### src/design/lcdms_pkg.sv
`default_nettype none
// ----------------------------------------------------------------------------
// lcdms_pkg
// Shared types and constants of the LCD mode timing sequencer.
// ----------------------------------------------------------------------------
package lcdms_pkg;

  typedef enum logic [1:0] {
    MODE_HBLANK = 2'd0,
    MODE_VBLANK = 2'd1,
    MODE_OAM    = 2'd2,
    MODE_XFER   = 2'd3
  } lcd_mode_t;

  typedef enum logic [1:0] {
    ST_IDLE,
    ST_DIV,
    ST_DONE
  } seq_state_t;

  localparam int ACCUM_W = 11;
  localparam int DUR_W   = 10;
  localparam int LINE_W  = 8;
  localparam int ELAP_W  = 6;

  localparam logic [2:0] REG_LINE_CMP  = 3'd0;
  localparam logic [2:0] REG_IRQ_EN    = 3'd1;
  localparam logic [2:0] REG_OAM_TICKS = 3'd2;
  localparam logic [2:0] REG_XFER_TICKS = 3'd3;
  localparam logic [2:0] REG_HBL_TICKS = 3'd4;
  localparam logic [2:0] REG_LINE_TICKS = 3'd5;

  localparam logic [DUR_W-1:0] OAM_TICKS_RST  = 10'd80;
  localparam logic [DUR_W-1:0] XFER_TICKS_RST = 10'd172;
  localparam logic [DUR_W-1:0] HBL_TICKS_RST  = 10'd204;
  localparam logic [DUR_W-1:0] LINE_TICKS_RST = 10'd456;

  localparam logic [LINE_W-1:0] LINES_VISIBLE = 8'd144;
  localparam logic [LINE_W-1:0] LINES_TOTAL   = 8'd154;

  localparam int IRQ_HBLANK = 0;
  localparam int IRQ_VBLANK = 1;
  localparam int IRQ_OAM    = 2;
  localparam int IRQ_COINC  = 3;

endpackage
`default_nettype wire

### src/design/lcdms_mod.sv
`default_nettype none
// ----------------------------------------------------------------------------
// lcdms_mod
// Iterative remainder unit: restoring division, four quotient bits a cycle.
// ----------------------------------------------------------------------------
module lcdms_mod
  import lcdms_pkg::*;
(
  input  wire logic               clk,
  input  wire logic               rst_n,
  input  wire logic               start,
  input  wire logic [ACCUM_W-1:0] dividend,
  input  wire logic [DUR_W-1:0]   divisor,
  output logic                    done,
  output logic [DUR_W-1:0]        rem
);

  localparam int STEPS   = 4;
  localparam int CYCLES  = (ACCUM_W + STEPS - 1) / STEPS;
  localparam int SHIFT_W = CYCLES * STEPS;
  localparam int CNT_W   = $clog2(CYCLES + 1);

  logic [SHIFT_W-1:0] shift_r, shift_nxt;
  logic [DUR_W-1:0]   rem_r, rem_nxt;
  logic [DUR_W-1:0]   div_r;
  logic [CNT_W-1:0]   cnt_r, cnt_nxt;
  logic               busy_r, busy_nxt;
  logic               done_r, done_nxt;
  logic [DUR_W-1:0]   step_rem;
  logic [DUR_W:0]     trial;

  always_comb begin
    step_rem = rem_r;
    trial    = '0;
    for (int i = 0; i < STEPS; i++) begin
      trial = {step_rem, shift_r[SHIFT_W-1-i]};
      if (trial >= {1'b0, div_r}) begin
        trial = trial - {1'b0, div_r};
      end
      step_rem = trial[DUR_W-1:0];
    end
  end

  always_comb begin
    shift_nxt = shift_r;
    rem_nxt   = rem_r;
    cnt_nxt   = cnt_r;
    busy_nxt  = busy_r;
    done_nxt  = 1'b0;
    if (start) begin
      shift_nxt = {{(SHIFT_W-ACCUM_W){1'b0}}, dividend};
      rem_nxt   = '0;
      cnt_nxt   = CNT_W'(CYCLES - 1);
      busy_nxt  = 1'b1;
    end else if (busy_r) begin
      shift_nxt = shift_r << STEPS;
      rem_nxt   = step_rem;
      cnt_nxt   = cnt_r - 1'b1;
      if (cnt_r == '0) begin
        busy_nxt = 1'b0;
        done_nxt = 1'b1;
      end
    end
  end

  always_ff @(posedge clk) begin
    if (!rst_n) begin
      busy_r <= 1'b0;
      done_r <= 1'b0;
      cnt_r  <= '0;
    end else begin
      busy_r <= busy_nxt;
      done_r <= done_nxt;
      cnt_r  <= cnt_nxt;
    end
  end

  always_ff @(posedge clk) begin
    shift_r <= shift_nxt;
    rem_r   <= rem_nxt;
    if (start) begin
      div_r <= divisor;
    end
  end

  assign done = done_r;
  assign rem  = rem_r;

endmodule
`default_nettype wire

### src/design/lcd_mode_sequencer_core.sv
// Flow: an input word is taken in IDLE; its result word is registered from
// DONE, with state DIV between them while the remainder unit runs when a
// period of nonzero length ends (not when no period ends or it has zero length).
// No new word is taken until the result register, which waits on out_tready,
// has taken the last result.
// Reset: synchronous active-low; control and configuration registers return
// to defaults, mode is OAM search, line 0, VRAM open, OAM closed.
`default_nettype none
// ----------------------------------------------------------------------------
// lcd_mode_sequencer_core
// LCD mode timing sequencer with APB configuration and stream ports.
// ----------------------------------------------------------------------------
module lcd_mode_sequencer_core
  import lcdms_pkg::*;
(
  input  wire logic        clk,
  input  wire logic        rst_n,
  input  wire logic        in_tvalid,
  output logic             in_tready,
  input  wire logic [7:0]  in_tdata,    // [5:0] elapsed_ticks
  output logic             out_tvalid,
  input  wire logic        out_tready,
  output logic [15:0]      out_tdata,   // [1:0] lcd_mode, [9:2] current_line,
                                        // [10] coincidence, [11] vblank_irq,
                                        // [12] stat_irq, [13] vram_accessible,
                                        // [14] oam_accessible
  input  wire logic        cfg_psel,
  input  wire logic        cfg_penable,
  input  wire logic        cfg_pwrite,
  input  wire logic [4:0]  cfg_paddr,
  input  wire logic [31:0] cfg_pwdata,
  output logic [31:0]      cfg_prdata,
  output logic             cfg_pready
);

  seq_state_t state_r, state_nxt;

  logic [LINE_W-1:0]  line_cmp_r;
  logic [3:0]         irq_en_r;
  logic [DUR_W-1:0]   oam_ticks_r, xfer_ticks_r, hbl_ticks_r, line_ticks_r;

  logic [ACCUM_W-1:0] accum_r;
  logic               hit_r;
  lcd_mode_t          mode_r, mode_nxt;
  logic [LINE_W-1:0]  line_r, line_nxt;
  logic               coinc_r, coinc_nxt;
  logic               vram_r, vram_nxt;
  logic               oam_r, oam_nxt;
  logic               vb_nxt, st_nxt;
  logic               out_valid_r;
  logic [15:0]        out_data_r;

  logic               accept, out_free, cfg_wr;
  logic [2:0]         cfg_idx;
  logic [ACCUM_W-1:0] sum;
  logic [DUR_W-1:0]   cur_dur;
  logic               hit, div_start, div_done;
  logic [DUR_W-1:0]   div_rem;
  logic [LINE_W-1:0]  line_inc;

  assign cfg_pready = 1'b1;
  assign cfg_idx    = cfg_paddr[4:2];
  assign cfg_wr     = cfg_psel && cfg_penable && cfg_pwrite;

  always_ff @(posedge clk) begin
    if (!rst_n) begin
      line_cmp_r   <= '0;
      irq_en_r     <= '0;
      oam_ticks_r  <= OAM_TICKS_RST;
      xfer_ticks_r <= XFER_TICKS_RST;
      hbl_ticks_r  <= HBL_TICKS_RST;
      line_ticks_r <= LINE_TICKS_RST;
    end else if (cfg_wr) begin
      case (cfg_idx)
        REG_LINE_CMP:   line_cmp_r   <= cfg_pwdata[LINE_W-1:0];
        REG_IRQ_EN:     irq_en_r     <= cfg_pwdata[3:0];
        REG_OAM_TICKS:  oam_ticks_r  <= cfg_pwdata[DUR_W-1:0];
        REG_XFER_TICKS: xfer_ticks_r <= cfg_pwdata[DUR_W-1:0];
        REG_HBL_TICKS:  hbl_ticks_r  <= cfg_pwdata[DUR_W-1:0];
        REG_LINE_TICKS: line_ticks_r <= cfg_pwdata[DUR_W-1:0];
        default: ;
      endcase
    end
  end

  always_comb begin
    case (cfg_idx)
      REG_LINE_CMP:   cfg_prdata = {24'd0, line_cmp_r};
      REG_IRQ_EN:     cfg_prdata = {28'd0, irq_en_r};
      REG_OAM_TICKS:  cfg_prdata = {22'd0, oam_ticks_r};
      REG_XFER_TICKS: cfg_prdata = {22'd0, xfer_ticks_r};
      REG_HBL_TICKS:  cfg_prdata = {22'd0, hbl_ticks_r};
      REG_LINE_TICKS: cfg_prdata = {22'd0, line_ticks_r};
      default:        cfg_prdata = '0;
    endcase
  end

  assign in_tready = (state_r == ST_IDLE);
  assign accept    = in_tvalid && in_tready;
  assign out_free  = !out_valid_r || out_tready;
  assign sum       = accum_r + {{(ACCUM_W-ELAP_W){1'b0}}, in_tdata[ELAP_W-1:0]};

  always_comb begin
    case (mode_r)
      MODE_OAM:    cur_dur = oam_ticks_r;
      MODE_XFER:   cur_dur = xfer_ticks_r;
      MODE_HBLANK: cur_dur = hbl_ticks_r;
      default:     cur_dur = line_ticks_r;
    endcase
  end

  assign hit       = sum > {1'b0, cur_dur};
  assign div_start = accept && hit && (cur_dur != '0);

  lcdms_mod u_mod (
    .clk      (clk),
    .rst_n    (rst_n),
    .start    (div_start),
    .dividend (sum),
    .divisor  (cur_dur),
    .done     (div_done),
    .rem      (div_rem)
  );

  always_comb begin
    state_nxt = state_r;
    case (state_r)
      ST_IDLE: begin
        if (accept) begin
          state_nxt = div_start ? ST_DIV : ST_DONE;
        end
      end
      ST_DIV: begin
        if (div_done) begin
          state_nxt = ST_DONE;
        end
      end
      ST_DONE: begin
        if (out_free) begin
          state_nxt = ST_IDLE;
        end
      end
      default: state_nxt = ST_IDLE;
    endcase
  end

  assign line_inc = line_r + 1'b1;

  always_comb begin
    mode_nxt  = mode_r;
    line_nxt  = line_r;
    coinc_nxt = coinc_r;
    vram_nxt  = vram_r;
    oam_nxt   = oam_r;
    vb_nxt    = 1'b0;
    st_nxt    = 1'b0;
    if (hit_r) begin
      case (mode_r)
        MODE_OAM: begin
          mode_nxt = MODE_XFER;
          vram_nxt = 1'b0;
        end
        MODE_XFER: begin
          mode_nxt  = MODE_HBLANK;
          vram_nxt  = 1'b1;
          oam_nxt   = 1'b1;
          coinc_nxt = (line_r == line_cmp_r);
          st_nxt    = irq_en_r[IRQ_HBLANK] || (coinc_nxt && irq_en_r[IRQ_COINC]);
        end
        MODE_HBLANK: begin
          line_nxt = line_inc;
          if (line_inc == LINES_VISIBLE) begin
            mode_nxt = MODE_VBLANK;
            vb_nxt   = 1'b1;
            st_nxt   = irq_en_r[IRQ_VBLANK];
          end else begin
            mode_nxt = MODE_OAM;
            oam_nxt  = 1'b0;
            st_nxt   = irq_en_r[IRQ_OAM];
          end
        end
        default: begin
          line_nxt = line_inc;
          if (line_inc == LINES_TOTAL) begin
            line_nxt = '0;
            mode_nxt = MODE_OAM;
            oam_nxt  = 1'b0;
            st_nxt   = irq_en_r[IRQ_OAM];
          end
        end
      endcase
    end
  end

  always_ff @(posedge clk) begin
    if (!rst_n) begin
      state_r     <= ST_IDLE;
      accum_r     <= '0;
      hit_r       <= 1'b0;
      mode_r      <= MODE_OAM;
      line_r      <= '0;
      coinc_r     <= 1'b0;
      vram_r      <= 1'b1;
      oam_r       <= 1'b0;
      out_valid_r <= 1'b0;
    end else begin
      state_r <= state_nxt;
      if (accept) begin
        hit_r   <= hit;
        accum_r <= (hit && (cur_dur == '0)) ? '0 : sum;
      end else if (div_done) begin
        accum_r <= {1'b0, div_rem};
      end
      if ((state_r == ST_DONE) && out_free) begin
        mode_r      <= mode_nxt;
        line_r      <= line_nxt;
        coinc_r     <= coinc_nxt;
        vram_r      <= vram_nxt;
        oam_r       <= oam_nxt;
        out_valid_r <= 1'b1;
      end else if (out_tready) begin
        out_valid_r <= 1'b0;
      end
    end
  end

  always_ff @(posedge clk) begin
    if ((state_r == ST_DONE) && out_free) begin
      out_data_r <= {1'b0, oam_nxt, vram_nxt, st_nxt, vb_nxt, coinc_nxt, line_nxt,
                     mode_nxt};
    end
  end

  assign out_tvalid = out_valid_r;
  assign out_tdata  = out_data_r;

endmodule
`default_nettype wire

### config.mk
export PLATFORM = sky130hd
export DESIGN_NAME = lcd_mode_sequencer_core
export DESIGN_NICKNAME = d
export VERILOG_FILES = /design/src/design/lcdms_pkg.sv /design/src/design/lcdms_mod.sv /design/src/design/lcd_mode_sequencer_core.sv
export SDC_FILE = /design/constraint.sdc
export NUM_CORES = 1
export LEC_CHECK = 0
export BUFFER_PORTS_ARGS = -buffer_cell sky130_fd_sc_hd__buf_2
export CAP_MARGIN = 40
export CORE_AREA = 10 10 155 157
export DETAILED_ROUTE_END_ITERATION = 8
export DIE_AREA = 0 0 165 167
export PLACE_DENSITY = 0.74
export SLEW_MARGIN = 20
export SYNTH_ARGS = -nofsm -noshare
export SYNTH_HDL_FRONTEND = slang
export SYNTH_SLANG_ARGS = --single-unit
### constraint.sdc
create_clock -name clk -period 12.5 [get_ports clk]
set_input_delay 3.125 -clock clk [delete_from_list [all_inputs] [get_ports clk]]
set_output_delay 3.125 -clock clk [all_outputs]
set_load 0.1 [all_outputs]
Word-level counts from Yosys, hierarchy flattened
Cells that the tools add are included.
- $add $sub $neg: 7
- $mul: 0
- divide/modulo/power cells: 0
- $lt $le $gt $ge: 5
- equal/unequal tests: 15
- shift-type cells: 0
- multiplexer cells: 43
- bitwise gates (word level): 2
- reductions and logical operators: 31
- operators by type and width (kind ; number):
    10-bit case mux with 6 select lines ; 1
    11-bit two-way mux ; 5
    11-bit by 10-bit >= comparator with 1-bit output ; 4
    10-bit two-way mux ; 4
    10-bit subtractor ; 4
    10-bit case mux with 3 select lines ; 1
    2-bit two-way mux ; 9
    8-bit == test (second input constant) ; 2
    8-bit two-way mux ; 2
    8-bit case mux with 2 select lines ; 1
    1-bit two-way mux ; 15
    2-bit AND reduction ; 7
    2-bit case mux with 3 select lines ; 2
    11-bit by 6-bit adder with 11-bit output ; 1
    11-bit by 10-bit > comparator with 1-bit output ; 1
    10-bit logical NOT ; 1
    10-bit nonzero test ; 1
    8-bit by 1-bit adder with 8-bit output (second input constant) ; 1
    8-bit == test ; 1
    1-bit logical AND ; 8
    2-bit == test (second input constant) ; 3
    3-bit by 2-bit == test with 1-bit output (second input constant) ; 2
    3-bit == test (second input constant) ; 2
    2-bit logical NOT ; 3
    other kinds (15) ; 22
- register bits after elaboration: 131
- bits in latches: 0
- RAM bits: 0
- memory bits (read-only): 0
- input port bits: 52
- output and inout port bits: 51
- word-level logic and storage cells: 129
- memories: 0

Logic depth before layout (Yosys ltp)
Gate-level depths: netlist of the first run.
- word-level depth: 8
- mapped depth: 41
- gate-level depth less buffers: 36

Modules after synthesis
A second synthesis of the first run with hierarchy kept.
- cells, all modules: 1045
- area, all modules: 9241.4 um^2
- modules (own cells, without submodules) (module ; times used ; cells an instance ; area each (um^2)):
    lcd_mode_sequencer_core ; 1 ; 636 ; 5597.9
    lcdms_mod ; 1 ; 409 ; 3643.5

Least setup slack after synthesis of the first run
Ideal clock, no wire load.
- path type: input -> output
- start: input port cfg_paddr[2]
- end: output port cfg_prdata[4]
- arrival: 5.520 ns
- data required time: 9.375 ns
- slack: 3.855 ns
- cell stages on the path: 5
- path buffers: 2
- cells stage by stage: clkbuf_1 -> clkbuf_1 -> and2_1 -> a22oi_1 -> o221ai_1
- word-level cells in the longest chain between the ends: 2
- elaborated cells on any way between the ends: 7
- classes of those cells: eq/ne (5); mux (1); reduce/logical (1)
- ends and longest elaborated chain (item ; line ; text):
    from (decl) ; lcd_mode_sequencer_core.sv:30 ; input wire logic [4:0] cfg_paddr,
    3-bit == test, or another cell as far along ; lcd_mode_sequencer_core.sv:87 ; case (cfg_idx)
    10-bit case mux with 6 select lines * ; lcd_mode_sequencer_core.sv:87 ;
    to (decl) ; lcd_mode_sequencer_core.sv:32 ; output logic [31:0] cfg_prdata,
Every way passes the cells marked *; elsewhere a longest branch is shown, timed or not.

Worst setup path after layout of the first run
- start: register u_mod.div_r[8]
- end: register u_mod.rem_r[2], in the netlist u_mod.rem[2]
- word-level cells in the longest chain between the ends: 8
- elaborated cells on any way between the ends: 12
- classes of those cells: add/sub (4); order compare (4); mux (4)
- ends and longest elaborated chain (item ; line ; text):
    from (decl) ; lcdms_mod.sv:25 ; logic [DUR_W-1:0] div_r;
    from (signal assigned) ; lcdms_mod.sv:82 ; div_r <= divisor;
    10-bit subtractor or 11-bit by 10-bit >= comparator with 1-bit output (tied branches) ; lcdms_mod.sv:38, lcdms_mod.sv:37 ;
    10-bit two-way mux ; lcdms_mod.sv:37 ; if (trial >= {1'b0, div_r}) begin
    10-bit subtractor or 11-bit by 10-bit >= comparator with 1-bit output (tied branches) ; lcdms_mod.sv:38, lcdms_mod.sv:37 ;
    10-bit two-way mux ; lcdms_mod.sv:37 ;
    11-bit by 10-bit >= comparator with 1-bit output or 10-bit subtractor (tied branches) ; lcdms_mod.sv:37, lcdms_mod.sv:38 ;
    10-bit two-way mux ; lcdms_mod.sv:37 ;
    10-bit subtractor or 11-bit by 10-bit >= comparator with 1-bit output (tied branches) ; lcdms_mod.sv:38, lcdms_mod.sv:37 ;
    10-bit two-way mux * ; lcdms_mod.sv:37 ;
    to (signal assigned) ; lcdms_mod.sv:80 ; rem_r <= rem_nxt;
    to (decl) ; lcdms_mod.sv:24 ; logic [DUR_W-1:0] rem_r, rem_nxt;
Marks and branches as above.
A chain may end at the register's enable or synchronous reset.

==> results.py, run 1 <==
metrics = {
    "die": {
        "ios": 103,
        "num_rows": 53,
        "die_w_um": 165,
        "die_h_um": 167,
        "core-area_sq_um": 20800,
        "die_area_sq_um": 27600,
        "start_util_pct": 44.6,
    },
    "synth": {
        "synth-async-reset-ratio_pct": 0,
        "synth_area_sq_um": 9280,
        "ys_dominant_reg_cell": "dfxtp_1",
        "synth_top_area_share_pct": 20.5,
        "synth_top_area_cell": "dfxtp_1",
        "synth_edf_count": 36,
        "synth_cell_types": 81,
        "syn_inst": 1057,
        "ys_ff_latch": 131,
        "synthTopCellsByArea": "dfxtp_1 20%, edfxtp_1 12%, ha_1 8.0%",
        "syn_area_per_cell_sq_um": 8.78,
        "ys_seq_area_share_pct": 32.1,
        "ys_warn_count": 0,
    },
    "critical_path": {
        "critical_path.max_stage_delay_ns": 0.49,
        "crit_type": "reg2reg",
        "worst-r2r-setup-slack_ns": 2.80,
        "cp-start-kind": "register",
        "crit_fanout": 20,
        "path_delay_family": "compound AO/OA/AOI/OAI gates",
        "cp_num_buf_inv": 4,
        "cp_data_arrival_time_ns": 10.02,
        "crit_slowest_cell": "or4b_1",
        "cp.depth": 36,
        "reg2reg_depth": 36,
        "critical_path.endpoint_type": "register",
        "cp.required_ns": 12.83,
    },
    "routing": {
        "ant_nets": 0,
        "via_count": 7821,
        "wl_mm": 23.8,
        "vias_per_cell": 5.67,
        "drt-pass1-iter-count": 5,
        "drc": 0,
        "post_drt_wl_per_cell_um": 17.2,
        "first_iter_violations": 683,
    },
    "job": {
        "drv_cap": 0,
    },
    "grt": {
        "busiest_layer": "met2",
        "grt_util_met3_pct": 4.07,
        "grt_antenna_before_repair": 0,
        "grt_first_pass_wirelength_mm": 38.3,
        "grt_max_degree": 83,
        "first_global_vias": 7449,
        "met2_usage_pct": 26.8,
        "met1_usage_pct": 22.2,
        "track_usage_pct": 17.0,
        "grt_overflow": 0,
    },
    "layout": {
        "regArea_sq_um": 2980,
        "syn_to_final_growth_pct": 11.3,
        "fin_cells": 1380,
        "antennaDiodeCount": 0,
        "nets": 1208,
        "multi_input_area_sq_um": 5760,
        "nFillCells": 1993,
        "drive_gt1_share_pct": 12.2,
    },
    "clock_tree": {
        "ctsHoldBuffers": 0,
        "cts.sinks": 131,
        "clk_pin_slew_ns": 0.06,
        "ctsResizeCount": 0,
        "cts_tree": "built",
        "h-tree-depth": 4,
        "cts_buffer_depth": 2,
        "clock_latency_ns": 0.43,
        "postCtsSetupRepairBufs": 0,
        "numCtsBuffers": 17,
        "cts_root_buffer": "clkbuf_16",
    },
    "worst_hold_path": {
        "hold_path_depth": 2,
        "hold_path_class": "reg2reg",
    },
    "place": {
        "place_congestion": 0.911,
        "dpl.hpwl_mm": 17.4,
        "portBuffers": 52,
        "dp_cells": 1344,
    },
    "timing": {
        "fin_crit_sh_pct": 77.6,
        "max_slew_margin_pct": 41.3,
        "drv_slew": 0,
        "worstMarginPinSlew_ns": 0.876,
        "final-setup-viol-count": 0,
        "max_freq_ghz": 0.103,
        "rsz0062_at_grt": "no",
        "hold_violations": 0,
        "fin_crit_ns": 9.70,
        "fin_setup_tns_ns": 0,
        "hold_slack_ns": 0.476,
        "skew_ns": 0.00916,
    },
    "run_status": {
        "status": "finished clean",
    },
}
-- logic make-up (layout without fill, tap and decap cells) --
| family | Yosys count | count (layout) | synth area share (%) |
|---|---|---|---|
| other cells | 2 | 24 | 0.0809 |
| xor+xnor | 52 | 52 | 4.91 |
| mux | 65 | 65 | 8.61 |
| flops | 131 | 131 | 32.1 |
| fa+ha+maj | 64 | 64 | 9.03 |
| compound gates | 252 | 252 | 20.0 |
| buf+inv | 135 | 161 | 6.85 |
| simple gates | 356 | 356 | 18.4 |
-- cells in the mapped netlist (7+ instances only) --
master / count
nand2_1: 140
and3_1: 7
ha_1: 59
a21oi_1: 44
a21boi_0: 36
edfxtp_1: 36
nor3_1: 12
buf_4: 27
xor2_1: 18
mux2i_1: 48
a211oi_1: 11
nor2b_1: 26
dfxtp_1: 95
o221ai_1: 9
nand2b_1: 16
nand3_1: 33
o21ai_0: 27
clkbuf_1: 32
and2_1: 17
o21a_1: 13
a21o_1: 20
nand4_1: 10
mux4_2: 11
xnor2_1: 34
o31ai_1: 8
nor2_1: 64
inv_1: 66
o22ai_1: 13
-- flip-flops by register name (all words and copies together), names as in the netlist, 2 cells and up --
name / cells
line_ticks_r: 10
xfer_ticks_r: 10
line_r: 8
u_mod.div_r: 10
u_mod.rem: 10
out_tdata: 15
accum_r: 11
state_r: 2
u_mod.shift_r: 12
u_mod.cnt_r: 2
irq_en_r: 4
mode_r: 2
line_cmp_r: 8
hbl_ticks_r: 10
oam_ticks_r: 10
-- final timing paths --
kind,startpoint,endpoint
worst max-delay path,u_mod.div_r[8]$_DFFE_PP_,u_mod.rem[2]$_SDFFE_PP0P_
worst min-delay path,line_ticks_r[2]$_SDFFE_PN0P_,line_ticks_r[2]$_SDFFE_PN0P_
worst max register to register,u_mod.div_r[8]$_DFFE_PP_,u_mod.rem[2]$_SDFFE_PP0P_
worst min register to register,line_ticks_r[2]$_SDFFE_PN0P_,line_ticks_r[2]$_SDFFE_PN0P_
-- per-layer routing --
metal  share of wire, %  wire length (um)
met5                  0                 0
met3                6.1              1450
met2                 47             11300
met4                2.1               507
met1                 44             10600
-- cell usage in the layout, fill, tap and decap left out, types with 16 or more instances in the layout --
cell type  instances
a21boi_0          36
a21o_1            20
a21oi_1           44
and2_1            17
buf_2             52
clkbuf_16         18
conb_1            24
dfxtp_1           95
edfxtp_1          36
ha_1              59
inv_1             66
mux2i_1           48
nand2_1          140
nand2b_1          16
nand3_1           33
nor2_1            64
nor2b_1           26
o21ai_0           27
xnor2_1           34
xor2_1            18
-- stage by stage --
| stage | setup slack (ns) | area, sq um | util [%] |
|---|---|---|---|
| after CTS | 2.87 | 10300 | 49.4 |
| after global placement | 3.11 | 9620 | 46.2 |
| after detailed placement | 2.94 | 9670 | 46.4 |
| after global routing | 2.25 | 10300 | 49.6 |
| final | 2.80 | 10300 | 49.6 |
| after floorplan | 3.86 | 9370 | - |
-- tightest hold or removal path, cell delays in order, from the launching register on --
cell and delay [ns]:
dfxtp_1 0.31, nand2_1 0.05, a21boi_0 0.06
-- cell type report --
| type | instances | share of cell area (%) |
|---|---|---|
| flip-flops and latches | 131 | 28.9 |
| repair buffers | 63 | 3.77 |
| multi-input cells | 813 | 55.7 |
| inverters | 66 | 2.40 |
| clock inverters | 8 | 0.933 |
| well taps | 275 | 3.33 |
| clock buffers | 24 | 4.97 |
Power of run 1 is left out: the tool's default activity adds up to more than one toggle a clock period on the data nets, which glitch-free logic cannot reach.
==> inputs of run 2 (changes only) <==
--- a/config.mk
+++ b/config.mk
@@ -10,7 +10,7 @@
 export CORE_AREA = 10 10 155 157
 export DETAILED_ROUTE_END_ITERATION = 8
 export DIE_AREA = 0 0 165 167
-export PLACE_DENSITY = 0.74
+export PLACE_DENSITY = 0.77
 export SLEW_MARGIN = 20
 export SYNTH_ARGS = -nofsm -noshare
 export SYNTH_HDL_FRONTEND = slang
==> constraint.sdc (replaced) <==
create_clock -name clk -period 8 [get_ports clk]
set_input_delay 2 -clock clk [delete_from_list [all_inputs] [get_ports clk]]
set_output_delay 2 -clock clk [all_outputs]
set_load 0.1 [all_outputs]
==> run 2 against run 1 <==
  * First-iteration DRC count increased by 33%
  * Register-to-register slack got worse by 2.6 ns
  * Via count is 8.9% higher
  * Clock skew grew 0.0010 ns
  * Highest routed layer unchanged
==> results.py, run 2 (synthesized netlist as in run 1, its figures left out) <==
metrics = {
    "grt": {
        "grt_max_degree": 83,
        "track_usage_pct": 18.2,
        "first_global_vias": 7970,
        "grt_first_pass_wirelength_mm": 40.9,
        "grt_antenna_before_repair": 0,
        "grt_overflow": 0,
    },
    "place": {
        "dpl-instance-area_sq_um": 10400,
        "dpl.hpwl_mm": 18.8,
        "portBuffers": 52,
        "place_ws_ns": -0.253,
        "place_congestion": 0.970,
    },
    "die": {
        "die_area_sq_um": 27600,
        "core-area_sq_um": 20800,
        "die_w_um": 165,
        "start_util_pct": 44.6,
        "die_h_um": 167,
        "num_rows": 53,
        "ios": 103,
    },
    "clock_tree": {
        "ctsHoldBuffers": 0,
        "h-tree-depth": 4,
        "cts.sinks": 131,
        "cts_root_buffer": "clkbuf_16",
        "clock_latency_ns": 0.43,
        "clk_pin_slew_ns": 0.06,
        "numCtsBuffers": 17,
        "cts_buffer_depth": 2,
        "cts_tree": "built",
    },
    "timing": {
        "fin_setup_tns_ns": 0,
        "worstMarginPinSlew_ns": 0.898,
        "skew_ns": 0.0102,
        "max_freq_ghz": 0.128,
        "fin_crit_sh_pct": 98.0,
        "hold_violations": 0,
        "max_slew_margin_pct": 39.7,
        "fin_crit_ns": 7.84,
        "final.setup.worst_slack_ns": 0.158,
        "final-setup-viol-count": 0,
        "drv_slew": 0,
    },
    "critical_path": {
        "rr_startpoint": "u_mod.shift_r[11]$_SDFFE_PP0P_",
        "r2r-end": "u_mod.rem[2]$_SDFFE_PP0P_",
        "worst-r2r-setup-slack_ns": 0.16,
        "cp_num_buf_inv": 6,
        "reg2reg_depth": 39,
        "path_delay_family": "compound AO/OA/AOI/OAI gates",
        "critical_path.max_stage_delay_ns": 0.56,
        "cp.depth": 39,
        "cp.required_ns": 8.32,
        "crit_slowest_cell": "or4b_1",
        "crit_type": "reg2reg",
        "crit_fanout": 6,
        "cp-start-kind": "register",
        "critical_path.endpoint_type": "register",
        "crit_path_end": "u_mod.rem[2]$_SDFFE_PP0P_",
        "cp_data_arrival_time_ns": 8.17,
        "crit_start": "u_mod.shift_r[11]$_SDFFE_PP0P_",
    },
    "routing": {
        "via_count": 8516,
        "vias_per_cell": 5.73,
        "post_drt_wl_per_cell_um": 18.0,
        "wl_mm": 26.8,
        "drt-pass1-iter-count": 5,
        "first_iter_violations": 909,
        "drc": 0,
        "ant_nets": 0,
    },
    "job": {
        "drv_cap": 0,
    },
    "layout": {
        "antennaDiodeCount": 0,
        "largest_reg_flops": 15,
        "mostFrequentLayoutCell": "nand2_1",
        "syn_to_final_growth_pct": 23.5,
        "drive_gt1_share_pct": 24.3,
        "nFillCells": 1783,
        "fin_area_sq_um": 11500,
        "postLayoutCoreUtil_pct": 55.1,
        "final_cell_mix": "139 x nand2_1, 111 x buf_4, 95 x dfxtp_1, 62 x nor2_1, 61 x inv_1",
        "nets": 1315,
    },
    "worst_hold_path": {
        "hold_path_depth": 2,
        "hold_path_class": "reg2reg",
    },
    "run_status": {
        "status": "finished clean",
    },
}
[run 2: per-stage QoR]
stage               std cells  hold WS (ns)
finish                   1487         0.479
global route             1487         0.504
CTS                      1471         0.480
detailed placement       1437         0.463
global placement         1434         0.457
floorplan                1079         0.441
[run 2: timing repair]
action	CTS	global route
buffers inserted	2	12
endpoints found under the setup margin	10	10
gates cloned	0	1
pin swaps	5	17
resized for setup	13	59
[run 2: worst min path at each step]
stage / from / endpoint
5_1_grt: hbl_ticks_r[7]$_SDFFE_PN1P_ / hbl_ticks_r[7]$_SDFFE_PN1P_
3_3_place_gp: vram_r$_SDFFE_PN1P_ / vram_r$_SDFFE_PN1P_
4_1_cts: vram_r$_SDFFE_PN1P_ / vram_r$_SDFFE_PN1P_
3_5_place_dp: vram_r$_SDFFE_PN1P_ / vram_r$_SDFFE_PN1P_
6_report: vram_r$_SDFFE_PN1P_ / vram_r$_SDFFE_PN1P_
2_1_floorplan: vram_r$_SDFFE_PN1P_ / vram_r$_SDFFE_PN1P_
[run 2: layout make-up]
cell class | count | area, sq um | share of cell area [%]
clock buffer | 24 | 556 | 4.84
clock inverter | 8 | 58.8 | 0.513
inverter | 66 | 248 | 2.16
multi-input combinational | 813 | 6100 | 53.2
sequential | 131 | 2980 | 26.0
tap | 275 | 344 | 3.00
timing repair buffer | 170 | 1180 | 10.3
[run 2: worst reg2reg max path, delay by kind of cell (launching register included)]
kind	cells	cell delay [ns]
muxes	1	0.27
xor gates and xnor gates	1	0.09
adders and majority gates	5	1.37
DFF	1	0.34
buffers and inverters	6	0.81
AOI/OAI and AO/OA	20	3.60
and+or+nand+nor	6	1.30
[run 2: routing by layer]
metal	share of wire [%]	global-route usage, %	up-vias
met5	0	0	-
met4	2.6	5.82	0
met3	7.3	4.02	64
met2	48	28.9	402
met1	42	23.9	4034
li1	-	-	4016
Power of run 2 is left out for the same reason.
